==> config.mk <==
export PLATFORM = sky130hd
export DESIGN_NAME = swmf_median
export DESIGN_NICKNAME = d
export VERILOG_FILES = /design/src/hw/rtl/sliding_window_median_filter_macros.svh /design/src/hw/rtl/swmf_pkg.sv /design/src/hw/rtl/swmf_median.sv
export SDC_FILE = /design/constraint.sdc
export NUM_CORES = 1
export LEC_CHECK = 0
export BUFFER_PORTS_ARGS = -buffer_cell sky130_fd_sc_hd__buf_2
export CORE_ASPECT_RATIO = 1.75
export CORE_MARGIN = 10
export CORE_UTILIZATION = 24
export DETAILED_ROUTE_END_ITERATION = 8
export PLACE_DENSITY = 0.41
export SYNTH_ARGS = -nofsm -noshare
export SYNTH_HDL_FRONTEND = slang
export SYNTH_SLANG_ARGS = --single-unit
==> constraint.sdc <==
create_clock -name vclk -period 6.9
set_input_delay 1.38 -clock vclk [all_inputs]
set_output_delay 1.38 -clock vclk [all_outputs]
set_load 0.01 [all_outputs]
==> src/hw/rtl/sliding_window_median_filter_macros.svh <==
// Assertion macros used by the median filter top module.
`ifndef SLIDING_WINDOW_MEDIAN_FILTER_MACROS_SVH
`define SLIDING_WINDOW_MEDIAN_FILTER_MACROS_SVH
`ifndef SYNTH
`define SWMF_ASSERT(label, prop, msg) \
  label: assert property (@(posedge clk) disable iff (!rst_n) (prop)) \
    else $error(msg);
`define SWMF_ASSERT_NEXT(label, ante, cons, msg) \
  label: assert property (@(posedge clk) disable iff (!rst_n) (ante) |=> (cons)) \
    else $error(msg);
`else
`define SWMF_ASSERT(label, prop, msg)
`define SWMF_ASSERT_NEXT(label, ante, cons, msg)
`endif
`endif

==> src/hw/rtl/swmf_pkg.sv <==
package swmf_pkg;

  localparam int KERNEL_WIDTH  = 3;
  localparam int KERNEL_HEIGHT = 3;
  localparam int MAX_WIDTH     = 2048;

  localparam int WIN_N      = KERNEL_WIDTH * KERNEL_HEIGHT;
  localparam int STORE_ROWS = KERNEL_HEIGHT - 1;
  localparam int RANK_MID   = WIN_N / 2;

  localparam int PIX_W     = 8;
  localparam int COL_W     = $clog2(MAX_WIDTH);
  localparam int ROW_W     = 12;
  localparam int CFG_W     = 12;
  localparam int EFF_W     = CFG_W + 1;
  localparam int OUT_COL_W = 11;

  localparam int OUT_FIELDS_W = PIX_W + ROW_W + OUT_COL_W;
  localparam int OUT_TDATA_W  = ((OUT_FIELDS_W + 7) / 8) * 8;
  localparam int OUT_PAD_W    = OUT_TDATA_W - OUT_FIELDS_W;

  localparam int CFG_ADDR_W = 3;
  localparam int CFG_DATA_W = 32;

  localparam logic [CFG_W-1:0] RESET_WIDTH  = CFG_W'(640);
  localparam logic [CFG_W-1:0] RESET_HEIGHT = CFG_W'(480);

  typedef enum logic [0:0] {
    REG_FRAME_WIDTH  = 1'b0,
    REG_FRAME_HEIGHT = 1'b1
  } cfg_reg_t;

  typedef logic [PIX_W-1:0] pix_t;
  typedef pix_t [STORE_ROWS-1:0] line_word_t;
  typedef pix_t [WIN_N-1:0] win_flat_t;

  typedef struct packed {
    logic             rd_en;
    logic [COL_W-1:0] rd_addr;
    logic             wr_en;
    logic [COL_W-1:0] wr_addr;
  } lb_ctrl_t;

endpackage

==> src/hw/rtl/swmf_median.sv <==
module swmf_median import swmf_pkg::*; (
  input  win_flat_t win,
  output pix_t      median
);

  logic [WIN_N-1:0] below [WIN_N];
  logic [WIN_N-1:0] is_mid;

  // rank of each tap: count of taps that sort ahead of it, ties by position
  always_comb begin
    for (int i = 0; i < WIN_N; i++) begin
      for (int j = 0; j < WIN_N; j++) begin
        below[i][j] = (j < i) ? (win[j] <= win[i]) : (win[j] < win[i]);
      end
      is_mid[i] = ($countones(below[i]) == RANK_MID);
    end
  end

  always_comb begin
    median = '0;
    for (int i = 0; i < WIN_N; i++) begin
      median = median | (is_mid[i] ? win[i] : '0);
    end
  end

endmodule

==> impl_results.md, run 1 <==
* DR pass1 iterations at 7
* Largest net degree at the start of global routing at 9
* Area Growth Syn to Fin at 56.3%
* PortBufs at 80
* Syn Std Cell Area at 0.00851 mm2
* Sequential Area at 0 um2
* Simple-gate area share of the yosys netlist at 15.3%
* CTS Hold Bufs at 0
* RSZ-0062 raised after global routing: yes
* Largest stage delay, worst path at 560 ps
* Height of the chip at 269 um
* Clkbuf count at 0
* Cell count after placement at 1862
* Status: finished, violations left
* Hold Path Class: input port to output pin
* Final Max Tran Viols at 0
* Post-route antenna net violation count at 0
* F_max at 0.129 GHz
* Drc violations at 0
* Slew margin rel. at 62.5%
* Failing checks: setup timing
* Kind of critical path: input port to output pin
* Chip width at 162 um
* Fin cells at 1898
* Final #Nets at 1863
* DRT iter0 DRCs at 547
* Cells after Synth at 1002
* Row count at 91
* Total grt overflow at 0
* Post-DP Area at 0.0121 mm2
* Syn. warnings at 0
* Routed wire length per instance at 24.6 um
* Worst Hold Depth at 5
* Initial Utilization at 24.2%
* Final core utilization at 37.8%
* Placer Congestion at 0.951
* Final Cell Area at 0.0133 mm2
* Register area share after synthesis at 0%
* Minimum clock period at 7760 ps
* CP max-delay cell: fa_1
* Final worst-path cycle share at 112%
* Hold Path Sink: median[6]
* Main combinational cell family by area after synthesis: adder cells
* Setup Slack @ Placement at -1270 ps
* Via count at 9818
* Inserted Diodes at 0
* Drt via density at 5.17
* Xor and xnor area share after synthesis at 0%
* Nature of the critical path endpoint: output pin
* Number of distinct library cells after synthesis at 51
* Hold Startpoint: win[62]
* Pwr dens at 182 mW/mm2
* Max Cap Viol at 0
* DP Wirelength at 41.3 mm
* Compound-Gate Fraction of Synth Area at 23.7%
* Hold Vio Cnt, Final at 0
* Max FO, Critical Path at 3
* Initial antenna violation count at 0
* Post-Synth Adder-Cell Area at 55.5%
* Slew @ Worst Pin at 562 ps
* Core region area at 0.0352 mm2
* GRT Overall Usage at 20.5%
* Req. time, crit path at 5520 ps
* WL final at 46.7 mm
* Io pins at 80
* Startpoint types: input port
* Share of cells above drive strength 1 at 40.6%
* First-pass GRT wire length at 65.9 mm
* Syn_nets at 1430
* # setup viols final at 8
* Die area at 0.0437 mm2
* Critical Path AT at 6380 ps
* FFs & Latches at 0
* Vias in the first global route at 10400
* Leakage at 0.00684 uW
* Final WS setup at -859 ps
* Peak supply drop at 0.000120 V
* Mean Syn Cell Area at 8.50 um2
* Proportion of synthesized area in mux cells at 0%
==> critical path, delay by kind of cell <==
| family | cells | cell delay (ps) |
|---|---|---|
| compound gates | 5 | 930 |
| fa+ha+maj | 6 | 2470 |
| buf+inv | 9 | 1000 |
| simple gates | 5 | 570 |
==> how the worst max path moves through the flow <==
stage,startpoint,end
final,win[41],median[0]
after global routing,win[11],median[0]
after floorplan,win[45],median[6]
after global placement,win[10],median[1]
after detailed placement,win[10],median[1]
after CTS,win[45],median[2]
==> placed cells by master, fill, tap and decap left out, drive strengths merged, types with 2 or more instances in the layout <==
cell type    n
o22a         4
fa          36
a22o         3
and4         2
and3         6
o221ai       2
or2          4
clkinvlp     8
a222oi       8
o21ai       52
nor4bb       2
nand2       17
a21o        74
nand3       27
o31ai        3
o31a         2
a32oi        2
nor2        37
inv        114
o22ai       21
a22oi       20
buf        430
a211oi      20
nor2b       22
nand4       70
or4          4
clkbuf       2
nand2b      12
o21a        23
nor4b        7
ha         320
nor3         4
a21oi       63
==> routing by layer <==
metal  global-route usage [%]  vias to the layer above  wire [um]  share of wire [%]
met4                     17.3                        0       4920                 11
li1                         -                     4738          -                  -
met5                        0                        -          0                  0
met1                     19.1                     4695      15500                 33
met2                     38.9                      255      25000                 53
met3                     1.66                      130       1330                2.8
==> through the flow <==
step | TNS, ps | power, uW | hold WS (ps)
after global placement | -9310 | 2130 | 3300
final | -6200 | 2420 | 3290
after global routing | -7390 | 2610 | 3340
after CTS | -5910 | 2350 | 3280
after detailed placement | -9450 | 2150 | 3300
after floorplan | -293 | 1160 | 2900
==> layout make-up <==
cell class                 instances  area [um2]
timing repair buffer             432        3350
fill                            3660       21900
multi-input combinational        879        8880
tap                              465         582
inverter                         122         498
==> synthesized netlist by cell type (4+ instances only) <==
cell	instances	share of area [%]
nand2b_1	12	0.88
nor3_1	4	0.24
fa_1	36	8.5
a21oi_1	63	3.7
a222oi_1	8	0.94
and3_1	4	0.29
nor2b_1	22	1.6
inv_1	122	5.4
o21a_1	23	2.0
or4_1	4	0.35
a22oi_1	20	1.8
nand3_1	27	1.6
nand2_1	17	0.75
o21ai_0	51	3.0
ha_1	320	47
o22ai_1	21	1.5
nor2_1	37	1.6
a211oi_1	19	1.7
nand4_1	70	5.1
a21o_1	73	6.4
o22a_1	4	0.41
==> where the power goes <==
part | internal [uW] | switching (uW) | leakage (uW)
clock network | 0 | 0 | 0
registers | 0 | 0 | 0
logic | 1160 | 1250 | 0.00684
total | 1160 | 1250 | 0.00684
==> repair_timing <==
item                                    CTS  global route
setup buffers                            22            15
gates cloned                              0             0
endpoints found under the hold margin     0             0
pin swaps                                69            52
resized for setup                       115            69
endpoints found under the setup margin    8             8
==> logic make-up (layout without fill, tap and decap cells) <==
kind of cell | count (synthesis) | after routing
buffers and inverters | 123 | 554
AO/OA/AOI/OAI | 302 | 302
adder cells (fa/ha/maj) | 356 | 356
AND/OR/NAND/NOR | 221 | 221
Note: power is estimated with default switching activity, not from simulation.
==> run 2: changes to the inputs <==
- ABC_AREA: not set -> 1
==> run 2 against run 1 <==
The flow still finishes with violations (setup timing). Non-clock buffer count down 46. Sequential share of layout area unchanged. Total power up 17%. Flip-flop and latch count unchanged. Global-route usage down 0.97 points. Fmax up 10%. Worst hold slack better by 48 ps. Die area up 3.5%. Critical path type unchanged. Cell count up 13%.
==> impl_results.md, run 2 <==
* Status: finished, violations left
* Failing checks: setup timing
* Seq pwr share at 0%
* Io pins at 80
* Hold Vio Cnt, Final at 0
* Nature of the critical path endpoint: output pin
* Slew @ Worst Pin at 440 ps
* Leakage at 0.00711 uW
* Commonest cells after routing, fill and taps aside: buf_4, ha_1, nand2_1
* Int Power at 1190 uW
* Slew margin rel. at 70.6%
* Peak supply drop at 0.000152 V
* Routed wire length per instance at 21.2 um
* PortBufs at 80
* Drc violations at 0
* Cells after Synth at 1286
* CP max-delay cell: fa_1
* Initial antenna violation count at 0
* Pwr dens at 205 mW/mm2
* Drt via density at 4.80
* Sequential Area at 0 um2
* DRT iter0 DRCs at 345
* Req. time, crit path at 5520 ps
* Height of the chip at 274 um
* DR pass1 iterations at 8
* WL final at 45.5 mm
* Largest net degree at the start of global routing at 9
* Largest area contributor in the netlist: ha_1
* Share of cells above drive strength 1 at 36.7%
* FFs & Latches at 0
* Syn. warnings at 0
* Post-route antenna net violation count at 0
* Initial Utilization at 24.1%
* Register area share after synthesis at 0%
* First-pass GRT wire length at 65.1 mm
* Mean Syn Cell Area at 6.88 um2
* Power share of the clock group at 0%
* Switching Fraction at 58.0%
* DP Wirelength at 40.3 mm
* Placer Congestion at 0.944
* GRT Overall Usage at 19.5%
* Inserted Diodes at 0
* Core region area at 0.0367 mm2
* F_max at 0.142 GHz
* Footprint of the multi-input gates at 0.00929 mm2
* Chip width at 165 um
* Final Max Tran Viols at 0
* RSZ-0062 raised after global routing: yes
* CP dominant cell by count: nand2_2
* Die area at 0.0452 mm2
* Max Cap Viol at 0
* Fillers at 3949
* Post-synth top cells: ha_1, nand2_1, inv_1
* Worst hold slack at 3340 ps
* Final worst-path cycle share at 102%
* Most common cell in the netlist: ha_1
* Vias in the first global route at 10900
* # setup viols final at 8
* Worst Hold Depth at 7
* Ranking of synthesized cells by area: ha_1, nand2_1, fa_1, a21oi_1, inv_1
* Row count at 93
* CTS Hold Bufs at 0
* Clkbuf count at 0
* Area Growth Syn to Fin at 55.3%
* NetSw at 1630 uW
* Most common cell after layout, fill and taps aside: buf_4
* Top-area cell type share of the netlist area at 45.3%
* Setup TNS at -815 ps
* Kind of critical path: input port to output pin
* Final WS setup at -125 ps
* Final #Nets at 2102
* Syn Std Cell Area at 0.00885 mm2
* Critical Path AT at 5640 ps
* Via count at 10300
* Minimum clock period at 7020 ps
* Startpoint types: input port
* Max FO, Critical Path at 4
* Total grt overflow at 0
* Number of distinct library cells after synthesis at 24
* Power share of the combinational group at 100.0%
* Largest stage delay, worst path at 540 ps
* Syn_nets at 1714
* Hold Path Class: input port to output pin
-- run 2: area by class of cell --
cell class                 count  share of cell area [%]
multi-input combinational   1094                    67.6
timing repair buffer         386                    22.6
inverter                     192                    5.46
tap                          475                    4.33
-- run 2: path summary, 6_finish.rpt --
check | start | slack [ps] | to
hold / removal | win[55] | 3340 | median[7]
setup / recovery | win[29] | -120 | median[2]
-- run 2: metrics by stage --
stage / util [%] / cell area, um2 / std cells / worst slack (ps) / power [uW]
global route: 37.5 / 13700 / 2147 / -275 / 3090
finish: 37.5 / 13700 / 2147 / -125 / 2820
CTS: 34.4 / 12600 / 2128 / -157 / 2560
floorplan: - / 8850 / 1286 / 455 / 1250
global placement: 32.5 / 11900 / 2100 / -520 / 2400
detailed placement: 32.5 / 11900 / 2100 / -560 / 2420
-- run 2: power by group through the flow --
stage	combinational, uW	clock [uW]	sequential [uW]
after floorplan	1250	0	0
after global placement	2400	0	0
after detailed placement	2420	0	0
after CTS	2560	0	0
after global routing	3090	0	0
final	2820	0	0
-- run 2: cell families (layout without fill, tap and decap cells) --
family,Yosys count,count (layout),synth area share (%)
and+or+nand+nor,506,506,23.9
buffers and inverters,192,578,8.15
adders and majority gates,356,356,53.4
AOI/OAI and AO/OA,232,232,14.6
-- run 2: metal layers --
layer	part of all wire (%)	vias up	wire (um)	GRT usage, %
met5	0	-	0	0
met4	9.5	0	4340	13.9
met3	1.5	104	671	0.481
met2	56	192	25600	39.8
met1	33	4847	15000	17.5
li1	-	5160	-	-
-- run 2: critical path: cells and delay by family --
family	cells	cell delay, ps
compound gates	1	70
fa+ha+maj	6	2550
buf+inv	8	830
simple gates	10	800
-- run 2: timing repair --
item,in CTS,in global routing
resized for setup,109,194
pin swaps,54,97
buffers inserted,28,19
setup endpoints to repair,8,8
